`src/hdl/bcle_pkg.sv`:
```
`timescale 1ns / 1ps
`default_nettype none

package bcle_pkg;

    localparam int DEPTH = 16;
    localparam int AW    = (DEPTH > 1) ? $clog2(DEPTH) : 1;
    localparam int CW    = $clog2(DEPTH + 1);
    localparam int POS_W = 5;
    localparam int PW    = (CW > POS_W) ? CW : POS_W;
    localparam int DW    = 32;

    typedef enum logic [1:0] {
        OP_INS_FRONT = 2'd0,
        OP_INS_END   = 2'd1,
        OP_DELETE    = 2'd2,
        OP_DISPLAY   = 2'd3
    } opcode_t;

    typedef enum logic [1:0] {
        ST_OK     = 2'd0,
        ST_EMPTY  = 2'd1,
        ST_FULL   = 2'd2,
        ST_BADPOS = 2'd3
    } status_t;

    typedef enum logic [2:0] {
        S_IDLE,
        S_EXEC,
        S_DEL_RD,
        S_DEL_WR,
        S_DISP_RD,
        S_DISP_LD,
        S_RESP
    } state_t;

    typedef struct packed {
        logic                 wr_en;
        logic [AW-1:0]        addr;
        logic signed [DW-1:0] wr_data;
    } store_req_t;

    // physical slot of a list position: head plus offset, wrapped once
    function automatic logic [AW-1:0] addr_wrap(input logic [AW-1:0] base,
                                                input logic [CW-1:0] off);
        logic [CW:0] sum;
        sum = (CW + 1)'(base) + (CW + 1)'(off);
        if (sum >= (CW + 1)'(DEPTH))
        begin
            sum = sum - (CW + 1)'(DEPTH);
        end
        return sum[AW-1:0];
    endfunction

endpackage

`default_nettype wire

```
`src/hdl/bcle_store.sv`:
```
`timescale 1ns / 1ps
`default_nettype none

module bcle_store import bcle_pkg::*;
(
    input  wire logic                 clk,
    input  wire store_req_t           req,
    output logic signed [DW-1:0]      rd_data
);

    logic signed [DW-1:0] mem [DEPTH];

    always_ff @(posedge clk)
    begin
        if (req.wr_en)
        begin
            mem[req.addr] <= req.wr_data;
        end
        rd_data <= mem[req.addr];
    end

endmodule

`default_nettype wire

```
`config.mk`:
```
export PLATFORM = sky130hd
export DESIGN_NAME = bcle_store
export DESIGN_NICKNAME = d
export VERILOG_FILES = /design/src/hdl/bcle_pkg.sv /design/src/hdl/bcle_store.sv
export SDC_FILE = /design/constraint.sdc
export NUM_CORES = 1
export LEC_CHECK = 0
export BUFFER_PORTS_ARGS = -buffer_cell sky130_fd_sc_hd__clkbuf_2
export CORE_MARGIN = 5
export CORE_UTILIZATION = 35
export DETAILED_ROUTE_END_ITERATION = 12
export HOLD_SLACK_MARGIN = 0.1
export PLACE_DENSITY = 0.55
export SLEW_MARGIN = 10
export SYNTH_ARGS = -nofsm -noshare
export SYNTH_HDL_FRONTEND = slang
export SYNTH_SLANG_ARGS = --single-unit
```
`constraint.sdc`:
```
create_clock -name clk -period 7.2 [get_ports clk]
set_clock_uncertainty 0.15 [all_clocks]
set_input_delay 1.44 -clock clk [delete_from_list [all_inputs] [get_ports clk]]
set_output_delay 1.44 -clock clk [all_outputs]
set_load 0.01 [all_outputs]
```
**Yosys cells after proc, flatten, opt, wreduce, memory -nomap -nowiden**

Memories as Yosys holds them, arrays and structs flattened. A register that Yosys moved wholly into a read port is not among the register bits.
Index checks and enable logic that the tools add are counted.

- Flip-flop bits (word level): 0
- RAM bits: 512
- Input bits: 38
- Output and inout bits: 32
- Logic and storage cells: 3
- Memories: 1

- Muxes and demuxes: 2

Memories:

| memory | words | bits a word | read ports | clocked after Yosys merged registers in | write ports | line | text |
|---|---|---|---|---|---|---|---|
| mem | 16 | 32 | 1 | 1 | 1 | bcle_store.sv:11 | `logic signed [DW-1:0] mem [DEPTH];` |

Operators by type and width:

| operator | number |
|---|---|
| 1-bit two-way mux | 2 |

**Logic depth before layout (Yosys ltp)**

Gate-level depths: netlist of the first run.

- Depth in word-level cells: 2
- Mapped depth: 6

**Least setup slack after synthesis of the first run**

Ideal clock, no wire load.

- Path type: in2reg
- Start: input port req[33] in the netlist's numbering
- End: memory mem[0][0], enable pin
- Library setup time: 461 ps
- Data arrival time: 4,221 ps
- Setup slack: 2,368 ps
- Stages on the path: 4
- Path through: buf_2 -> buf_4 -> clkbuf_1 -> nor3_1

RTL lines:

| what | line | text |
|---|---|---|
| from (decl) | bcle_store.sv:7 | `input wire store_req_t req,` |
| to (decl) | bcle_store.sv:11 |  |

Straight into the memory's write port.

==> results of run 1 <==
worst register-to-register path: stages, from the launching register on:
cell and delay [ns]:
edfxtp_1 0.37, mux4_2 0.46, a22oi_1 0.30, nand2_1 0.09
placed cells by master, fill, tap and decap left out:
cell	netlist	routed
nand2_1	33	33
clkinv_1	0	4
buf_6	6	1
nor2b_4	0	2
clkbuf_1	27	22
nor2_4	0	13
clkinv_16	0	1
dfxtp_1	32	32
edfxtp_1	512	512
or3b_2	1	1
clkbuf_2	0	67
clkinvlp_4	0	1
clkbuf_8	0	4
buf_4	1	27
nor3_2	0	4
diode_2	0	3
nand3b_1	2	2
clkbuf_16	0	55
clkinv_2	0	10
inv_6	0	1
and2_2	0	1
nand2b_1	2	2
nand3_1	1	1
a22oi_1	64	64
bufinv_16	0	6
mux4_2	128	128
clkinv_8	0	1
registers in the layout, summed over array words and instances (netlist names):
register,cells
mem,512
rd_data,32
power by group through the flow:
| stage | Sequential (mW) | Combinational, mW | Clock [mW] |
|---|---|---|---|
| 2_1_floorplan | 3.63 | 0.171 | 0 |
| 3_3_place_gp | 3.63 | 0.316 | 0 |
| 3_5_place_dp | 3.63 | 0.320 | 0 |
| 4_1_cts | 3.57 | 0.320 | 2.93 |
| 5_1_grt | 3.57 | 0.340 | 3.06 |
| 6_report | 3.56 | 0.310 | 2.86 |
logic make-up (layout without fill, tap and decap cells):
kind of cell	count (synthesis)	count (layout)
compound gates	64	64
buf+inv	45	200
flops	544	544
mux	128	128
other cells	0	3
simple gates	59	59
stage by stage:
step           hold WS (ns)  cell area [sq um]
2_1_floorplan         0.485              19900
6_report              0.514              23100
3_5_place_dp          0.508              21300
3_3_place_gp          0.500              21300
5_1_grt               0.547              23100
4_1_cts               0.515              23100
layer usage:
metal	up-vias	share of wire [%]	global-route usage, %
li1	3808	-	-
met1	4814	43	20.4
met2	261	49	24.3
met5	-	0.060	0
met4	4	1.6	3.80
met3	51	5.7	2.86
worst max path at each step:
stage	start	end	slack, ns	depth (start not counted)
2_1_floorplan	req[33]	mem[0][0]	2.37	4
3_3_place_gp	req[32]	mem[13][28]	2.92	4
3_5_place_dp	req[32]	rd_data[17]	2.92	5
4_1_cts	req[32]	mem[13][26]	3.50	4
5_1_grt	req[32]	rd_data[17]	3.40	5
6_report	req[33]	rd_data[17]	3.61	6
final cells by class:
class                   instances  area, sq um
well taps                     756          946
diodes                          3         7.51
clock buffers                  80         1500
fillers                      4909        33200
clock inverters                24          308
multi-input cells             251         3750
flip-flops and latches        544        16000
repair buffers                 96          563
==> results.sh, run 1 <==
export IMPL_synth_top_area_share_pct=77.4
export IMPL_gr_total_overflow=0
export IMPL_setup_tns_ns=0
export IMPL_p_leak_nw=7.34
export IMPL_rsz0062_at_grt="no"
export IMPL_yosys_top_cells_area="edfxtp_1 (77%), mux4_2 (15%), dfxtp_1 (3.2%), a22oi_1 (2.4%), nand2_1 (0.62%)"
export IMPL_postRouteAntennaNets=0
export IMPL_cpPeakStageDelay_ns=0.64
export IMPL_fin_ws_ns=3.61
export IMPL_r2r_end="rd_data[22]"
export IMPL_ir_worst_vdd_mv=0.193
export IMPL_die_h_um=248
export IMPL_vias=8938
export IMPL_clk_pin_slew_ns=0.06
export IMPL_dp_hpwl_mm=23.2
export IMPL_cp_slowest_cell="buf_4"
export IMPL_yosysSeqAreaShare_pct=80.6
export IMPL_hp_start="mem[15][9]"
export IMPL_netlist_area_sq_um=19900
export IMPL_die_w_um=248
export IMPL_synth_adder_area_share_pct=0
export IMPL_status="complete, no violations"
export IMPL_drc_errors=0
export IMPL_clockBufferDepth=3
export IMPL_min_to="rd_data[9]"
export IMPL_post_route_period_util_pct=49.9
export IMPL_stdcell_count=1754
export IMPL_cts_resized=0
export IMPL_total_power_mw=6.73
export IMPL_cp_max_fo=55
export IMPL_grt_pass1_wl_mm=66.4
export IMPL_initial_core_util_pct=35.3
export IMPL_clock_latency_ns=0.62
export IMPL_yosysWarnings=0
export IMPL_grt_total_usage_pct=14.8
export IMPL_row_count=87
export IMPL_avgSynthCellArea_sq_um=23.6
export IMPL_period_needed_ns=3.59
export IMPL_synth_mux_area_share_pct=14.5
export IMPL_crit_path_start_kind="primary input"
export IMPL_tightest_slew_ns=1.05
export IMPL_cts_setup_buffers=0
export IMPL_die_area_sq_um=61600
export IMPL_ctsHoldBuffers=0
export IMPL_drtIter0Drc=740
export IMPL_intPower_mw=5.33
export IMPL_synth_xor_area_share_pct=0
export IMPL_cts_sinks=544
export IMPL_routed_wl_mm=45.0
export IMPL_path_buf_inv=3
export IMPL_p_clk_share_pct=42.5
export IMPL_worstPathRequired_ns=7.53
export IMPL_slew_limit_headroom_pct=30.1
export IMPL_cp_top_family="buffers and inverters"
export IMPL_post_route_util_pct=41.0
export IMPL_setup_viol=0
export IMPL_pwr_share_comb_pct=4.6
export IMPL_crit_chain="buf_6 -> buf_4 -> buf_4 -> mux4_2 -> a22oi_1 -> nand2_1"
export IMPL_grt_pass1_vias=9609
export IMPL_hold_depth=3
export IMPL_grt_start_max_net_pins=63
export IMPL_yosysUniqueCellTypes=17
export IMPL_synth_flop_cell="edfxtp_1"
export IMPL_hold_viol=0
export IMPL_yosysMostFrequentCell="edfxtp_1"
export IMPL_drive_gt1_share_pct=32.5
export IMPL_crit_type="primary input to register"
export IMPL_numCtsBuffers=55
export IMPL_synth_edf_count=512
export IMPL_ioPinCount=70
export IMPL_antenna_found_initial=5
export IMPL_h_tree_depth=2
export IMPL_slew_violations=0
export IMPL_yosys_register_bits=544
export IMPL_fmax_ghz=0.278
export IMPL_worst_setup_path_end_kind="register"
export IMPL_dp_cells=1647
export IMPL_yosys_area_share_simple_pct=1.27
export IMPL_async_flop_share_pct=0
export IMPL_numPortBuffers=69
export IMPL_p_seq_share_pct=52.9
export IMPL_nNetsFinal=986
export IMPL_area_growth_pct=16.2
export IMPL_cts_root_buf="clkbuf_16"
export IMPL_synth_compound_area_share_pct=2.42
export IMPL_wl_per_cell_um=25.7
export IMPL_cp_data_arrival_time_ns=3.92
export IMPL_maxCapViolations=0
export IMPL_path_common_cell="buf_4"
export IMPL_swShare_pct=20.8
export IMPL_reg2reg_from="mem[2][22]"
export IMPL_p_per_area_nw_per_um2=292
export IMPL_r2r_setup_slack_ns=5.71
export IMPL_viasPerCell=5.10
export IMPL_dr_pass1_iters=5
export IMPL_pre_cts_slack_ns=2.92
export IMPL_synth_nets=878
export IMPL_cts_tree="yes"
export IMPL_netlist_instances=840
export IMPL_core_area_sq_um=56300
export IMPL_synth_top_area_cell="edfxtp_1"
export IMPL_synthTopCellsByCount="edfxtp_1 (512), mux4_2 (128), a22oi_1 (64)"
export IMPL_hold_class="register to register"
export IMPL_reg2reg_depth=3
export IMPL_p_switching_mw=1.40
export IMPL_synth_top_family_by_area="multiplexers"
export IMPL_gp_congestion=0.687
(Power assumes the default switching activity.)
==> inputs of run 2 (changes only) <==
--- a/config.mk
+++ b/config.mk
@@ -5,12 +5,13 @@
 export SDC_FILE = /design/constraint.sdc
 export NUM_CORES = 1
 export LEC_CHECK = 0
+export ABC_AREA = 1
 export BUFFER_PORTS_ARGS = -buffer_cell sky130_fd_sc_hd__clkbuf_2
 export CORE_MARGIN = 5
 export CORE_UTILIZATION = 35
 export DETAILED_ROUTE_END_ITERATION = 12
 export HOLD_SLACK_MARGIN = 0.1
-export PLACE_DENSITY = 0.55
+export PLACE_DENSITY = 0.57
 export SLEW_MARGIN = 10
 export SYNTH_ARGS = -nofsm -noshare
 export SYNTH_HDL_FRONTEND = slang
==> constraint.sdc (replaced) <==
create_clock -name clk -period 3 [get_ports clk]
set_clock_uncertainty 0.15 [all_clocks]
set_input_delay 0.6 -clock clk [delete_from_list [all_inputs] [get_ports clk]]
set_output_delay 0.6 -clock clk [all_outputs]
set_load 0.01 [all_outputs]
==> run 2 against run 1 <==
Effect of this change: utilization decreased by 0.50 points; global-route usage increased by 0.59 points; synthesized area increased by 12%; synthesized cell count increased to 2.5 times the previous value; highest routed layer is now met4; critical path type is now register to output port; critical endpoint is now rd_data[10]; first-iteration DRC count increased by 67%; flip-flop and latch count unchanged.
==> results.sh, run 2 <==
export IMPL_synth_top_area_cell="edfxtp_1"
export IMPL_cp_data_arrival_time_ns=1.15
export IMPL_vias=14000
export IMPL_largest_register_ffs=512
export IMPL_grt_start_max_net_pins=153
export IMPL_slew_violations=0
export IMPL_die_w_um=262
export IMPL_crit_chain="clkbuf_2"
export IMPL_setup_tns_ns=0
export IMPL_avgSynthCellArea_sq_um=10.5
export IMPL_setup_viol=0
export IMPL_worst_setup_path_end_kind="output port"
export IMPL_cp_slowest_cell="dfxtp_1"
export IMPL_initial_core_util_pct=35.3
export IMPL_dr_pass1_iters=5
export IMPL_ctsHoldBuffers=0
export IMPL_wl_per_cell_um=17.3
export IMPL_total_power_mw=16.8
export IMPL_ff_latch_area_sq_um=16000
export IMPL_grt_pass1_vias=13600
export IMPL_dp_hpwl_mm=27.0
export IMPL_tightest_slew_ns=0.996
export IMPL_cts_tree="yes"
export IMPL_grtUsageMet2_pct=25.7
export IMPL_post_route_period_util_pct=63.4
export IMPL_postRouteAntennaNets=0
export IMPL_routed_wl_mm=53.1
export IMPL_yosysUniqueCellTypes=13
export IMPL_die_area_sq_um=68600
export IMPL_gr_total_overflow=0
export IMPL_period_needed_ns=1.90
export IMPL_cp_max_fo=1
export IMPL_path_buf_inv=1
export IMPL_status="complete, no violations"
export IMPL_cts_setup_buffers=0
export IMPL_synth_edf_count=512
export IMPL_cts_root_buf="clkbuf_16"
export IMPL_busiest_layer="met2"
export IMPL_async_flop_share_pct=0
export IMPL_synthTopCellsByCount="nand2_1 (1378), edfxtp_1 (512), inv_1 (70)"
export IMPL_met1_usage_pct=20.9
export IMPL_clk_pin_slew_ns=0.06
export IMPL_crit_type="register to output port"
export IMPL_slew_limit_headroom_pct=33.6
export IMPL_grt_total_usage_pct=15.4
export IMPL_fmax_ghz=0.526
export IMPL_h_tree_depth=2
export IMPL_regMostFlops="mem"
export IMPL_antenna_found_initial=2
export IMPL_yosysMostFrequentCell="nand2_1"
export IMPL_yosysSeqAreaShare_pct=72.1
export IMPL_crit_path_start_kind="register"
export IMPL_worst_hold_slack_ns=0.266
export IMPL_cts_resized=0
export IMPL_hold_class="primary input to register"
export IMPL_top_regs="mem (512), rd_data (32)"
export IMPL_ioPinCount=70
export IMPL_yosys_top_cells_area="edfxtp_1 (69%), nand2_1 (23%), dfxtp_1 (2.9%), inv_1 (1.2%), buf_6 (1.2%)"
export IMPL_yosys_register_bits=544
export IMPL_clockBufferDepth=3
export IMPL_cp_top_family="flip-flops"
export IMPL_drive_gt1_share_pct=9.88
export IMPL_synth_nets=2151
export IMPL_grt_pass1_wl_mm=81.3
export IMPL_row_count=92
export IMPL_maxCapViolations=0
export IMPL_layout_commonest_cell="nand2_1"
export IMPL_netlist_instances=2113
export IMPL_hold_viol=0
export IMPL_multi_input_area_sq_um=5400
export IMPL_drtIter0Drc=1233
export IMPL_die_h_um=262
export IMPL_use_met3_pct=2.55
export IMPL_p_leak_nw=10.7
export IMPL_yosysWarnings=0
export IMPL_nNetsFinal=2220
export IMPL_fill_cells=5935
export IMPL_numCtsBuffers=55
export IMPL_drc_errors=0
export IMPL_numPortBuffers=69
export IMPL_area_growth_pct=14.9
export IMPL_clock_latency_ns=0.59
export IMPL_p_per_area_nw_per_um2=658
export IMPL_cpPeakStageDelay_ns=0.38
export IMPL_viasPerCell=4.54
export IMPL_cts_sinks=544
export IMPL_core_area_sq_um=63000
export IMPL_rsz0062_at_grt="no"
export IMPL_synth_flop_cell="edfxtp_1"
export IMPL_mostFrequentLayoutCells="nand2_1 (1378), edfxtp_1 (512), inv_1 (69)"
export IMPL_ir_worst_vdd_mv=0.439
export IMPL_worstPathRequired_ns=2.25
export IMPL_gp_congestion=0.759
export IMPL_netlist_area_sq_um=22200
export IMPL_synth_top_area_share_pct=69.2
## run 2: cell types whose count changed after synthesis, moves of 3 or more
| cell | before | now |
|---|---|---|
| a22oi_1 | 64 | 0 |
| buf_1 | 0 | 6 |
| buf_2 | 11 | 41 |
| buf_4 | 1 | 17 |
| buf_6 | 6 | 23 |
| clkbuf_1 | 27 | 10 |
| inv_1 | 0 | 70 |
| mux4_2 | 128 | 0 |
| nand2_1 | 33 | 1378 |
| nand3_1 | 1 | 4 |
| nor2_1 | 13 | 18 |
| nor3_1 | 4 | 0 |
## run 2: metal layers
layer	up-vias	routed length [um]
met5	-	0
met4	0	1210
met3	76	2860
met2	310	25500
met1	6673	23600
li1	6911	-
## run 2: worst register-to-register path: stages (launching register included)
cell      delay, ns
edfxtp_1       0.38
nand2_1        0.07
nand2_1        0.06
nand2_1        0.06
nand2_1        0.06
nand2_1        0.05
nand2_1        0.05
inv_1          0.09
nand2_1        0.10
## run 2: path summary, 6_finish.rpt
| kind | cells after the start | end | start | slack, ns |
|---|---|---|---|---|
| min reg2reg | 8 | rd_data[10] | mem[2][10] | 0.54 |
| max | 1 | rd_data[10] | rd_data[10] | 1.10 |
| max reg2reg | 8 | rd_data[27] | mem[12][27] | 1.81 |
| min | 1 | mem[12][21] | req[21] | 0.27 |
## run 2: per-stage QoR
stage               cell area, sq um  std cells  worst slack [ns]  util (%)
floorplan                      22200       2113            -0.244         -
global placement               23600       2971             0.672      37.4
detailed placement             23600       2971             0.637      37.4
CTS                            25500       3073              1.03      40.5
global route                   25500       3074              1.04      40.5
finish                         25500       3075              1.10      40.5
## run 2: report_power, final
| group | switching [mW] | internal, mW | leakage [nW] |
|---|---|---|---|
| clock network | 2.83 | 4.42 | 0.943 |
| registers | 0.0519 | 8.50 | 4.89 |
| logic | 0.719 | 0.270 | 4.83 |
## run 2: cell families after synthesis
family                 after synthesis  synth area share [%]
buffers and inverters              169                  4.22
AND/OR/NAND/NOR                   1400                  23.7
flip-flops                         544                  72.1
## run 2: final cells by class
| cell class | count | share of cell area [%] |
|---|---|---|
| inverters | 71 | 1.07 |
| diodes | 2 | 0.0196 |
| flip-flops and latches | 544 | 62.8 |
| multi-input cells | 1400 | 21.1 |
| clock buffers | 74 | 6.11 |
| well taps | 846 | 4.15 |
| clock inverters | 28 | 1.50 |
| repair buffers | 110 | 3.23 |
==> inputs of run 3 (changes only) <==
--- a/config.mk
+++ b/config.mk
@@ -5,13 +5,13 @@
 export SDC_FILE = /design/constraint.sdc
 export NUM_CORES = 1
 export LEC_CHECK = 0
-export ABC_AREA = 1
+export ABC_AREA = 0
 export BUFFER_PORTS_ARGS = -buffer_cell sky130_fd_sc_hd__clkbuf_2
 export CORE_MARGIN = 5
 export CORE_UTILIZATION = 35
 export DETAILED_ROUTE_END_ITERATION = 12
 export HOLD_SLACK_MARGIN = 0.1
-export PLACE_DENSITY = 0.57
+export PLACE_DENSITY = 0.55
 export SLEW_MARGIN = 10
 export SYNTH_ARGS = -nofsm -noshare
 export SYNTH_HDL_FRONTEND = slang
==> constraint.sdc (replaced) <==
create_clock -name clk -period 1.97 [get_ports clk]
set_clock_uncertainty 0.15 [all_clocks]
set_input_delay 0.394 -clock clk [delete_from_list [all_inputs] [get_ports clk]]
set_output_delay 0.394 -clock clk [all_outputs]
set_load 0.01 [all_outputs]
==> run 3 against run 2 <==
Effect of this change: first-iteration DRC count is 40% lower; global-route usage is 0.54 points lower; combinational power is 35% higher; sequential power is 52% higher; worst setup slack worse by 0.84 ns; clock power is 37% higher; routed wire length is 15% lower; via count is 34% lower; utilization is 2.6 points higher; sequential share of layout area is 3.3 points higher; non-clock buffer count is 73 higher.
==> results.sh, run 3 (synthesis gave the netlist of run 1 again) <==
export IMPL_cts_setup_buffers=0
export IMPL_total_power_mw=24.3
export IMPL_maxCapViolations=0
export IMPL_numCtsBuffers=55
export IMPL_die_w_um=248
export IMPL_antenna_found_initial=1
export IMPL_grt_pass1_wl_mm=66.9
export IMPL_cp_data_arrival_time_ns=1.17
export IMPL_area_growth_pct=22.1
export IMPL_pre_cts_slack_ns=-0.128
export IMPL_cp_top_family="flip-flops"
export IMPL_cp_slowest_cell="dfxtp_1"
export IMPL_status="complete, no violations"
export IMPL_postRouteAntennaNets=0
export IMPL_routed_wl_mm=45.0
export IMPL_crit_type="register to output port"
export IMPL_clock_latency_ns=0.61
export IMPL_gp_congestion=0.709
export IMPL_dr_pass1_iters=5
export IMPL_vias=9199
export IMPL_regMostFlops="mem"
export IMPL_cpPeakStageDelay_ns=0.40
export IMPL_rsz0062_at_grt="no"
export IMPL_drc_errors=0
export IMPL_cts_tree="yes"
export IMPL_crit_path_start_kind="register"
export IMPL_reg2reg_from="mem[0][19]"
export IMPL_grt_total_usage_pct=14.8
export IMPL_core_area_sq_um=56300
export IMPL_hp_start="req[33]"
export IMPL_crit_chain="clkbuf_2"
export IMPL_ioPinCount=70
export IMPL_cts_root_buf="clkbuf_16"
export IMPL_worst_setup_path_end_kind="output port"
export IMPL_cts_resized=0
export IMPL_layout_commonest_cell="edfxtp_1"
export IMPL_hold_class="primary input to register"
export IMPL_largest_register_ffs=512
export IMPL_clockBufferDepth=3
export IMPL_post_route_util_pct=43.1
export IMPL_viasPerCell=5.00
export IMPL_p_leak_nw=7.88
export IMPL_fin_ws_ns=0.257
export IMPL_p_per_area_nw_per_um2=1000
export IMPL_h_tree_depth=2
export IMPL_setup_viol=0
export IMPL_setup_tns_ns=0
export IMPL_clk_pin_slew_ns=0.06
export IMPL_setup_worst_path_start="rd_data[30]"
export IMPL_mostFrequentLayoutCells="edfxtp_1 (512), mux4_2 (128), clkbuf_2 (67)"
export IMPL_ctsHoldBuffers=32
export IMPL_die_h_um=248
export IMPL_cts_sinks=544
export IMPL_drive_gt1_share_pct=35.0
export IMPL_tightest_slew_ns=0.679
export IMPL_gr_total_overflow=0
export IMPL_period_needed_ns=1.71
export IMPL_post_route_period_util_pct=86.9
export IMPL_ir_worst_vdd_mv=0.796
export IMPL_top_regs="mem (512), rd_data (32)"
export IMPL_grt_start_max_net_pins=30
export IMPL_die_area_sq_um=61600
export IMPL_dp_hpwl_mm=25.8
export IMPL_nNetsFinal=1073
export IMPL_path_buf_inv=1
export IMPL_initial_core_util_pct=35.3
export IMPL_slew_limit_headroom_pct=54.7
export IMPL_row_count=87
export IMPL_hold_viol=0
export IMPL_worstPathRequired_ns=1.43
export IMPL_fmax_ghz=0.584
export IMPL_grt_pass1_vias=9974
export IMPL_cp_max_fo=1
export IMPL_numPortBuffers=69
export IMPL_drtIter0Drc=734
export IMPL_wl_per_cell_um=24.5
export IMPL_slew_violations=0
==> run 3: cell types whose count changed in the layout (fill, tap and decap cells not counted), sizes merged, moves of 5 or more <==
cell	delta
nand2	-1345
clkinv	+13
clkinvlp	-5
a22oi	+64
bufinv	-6
buf	+41
nor2	-5
mux4	+128
inv	-70
dlygate4sd3	+32
==> run 3: where the power goes <==
part	switching [mW]	internal (mW)	leakage (nW)
registers	0.0875	12.9	4.89
logic	0.728	0.612	2.13
clock network	4.28	5.66	0.847
==> run 3: per-stage QoR <==
step | cells | area, sq um | hold WS, ns
global route | 1838 | 24300 | 0.268
detailed placement | 1702 | 22200 | 0.509
finish | 1838 | 24300 | 0.269
CTS | 1837 | 24200 | 0.241
global placement | 1702 | 22200 | 0.501
floorplan | 840 | 20100 | 0.343
==> run 3: layer usage <==
metal,vias up,track usage [%],wire length (um)
li1,3983,-,-
met1,4917,20.8,19800
met2,242,24.2,22000
met3,57,3.06,2430
met4,0,3.31,791
met5,-,0,0
==> run 3: cell type report <==
cell class	instances	area, sq um
Antenna cell	1	2.50
Clock buffer	72	1470
Clock inverter	31	256
Fill cell	4824	32000
Multi-Input combinational cell	251	3800
Sequential cell	544	16000
Tap cell	756	946
Timing Repair Buffer	183	1760
==> run 3: worst paths after layout <==
check / to / depth (start not counted) / slack (ns)
max: rd_data[30] / 1 / 0.26
min: rd_data[18] / 4 / 0.27
max reg2reg: rd_data[19] / 3 / 0.42
min reg2reg: rd_data[26] / 3 / 0.51
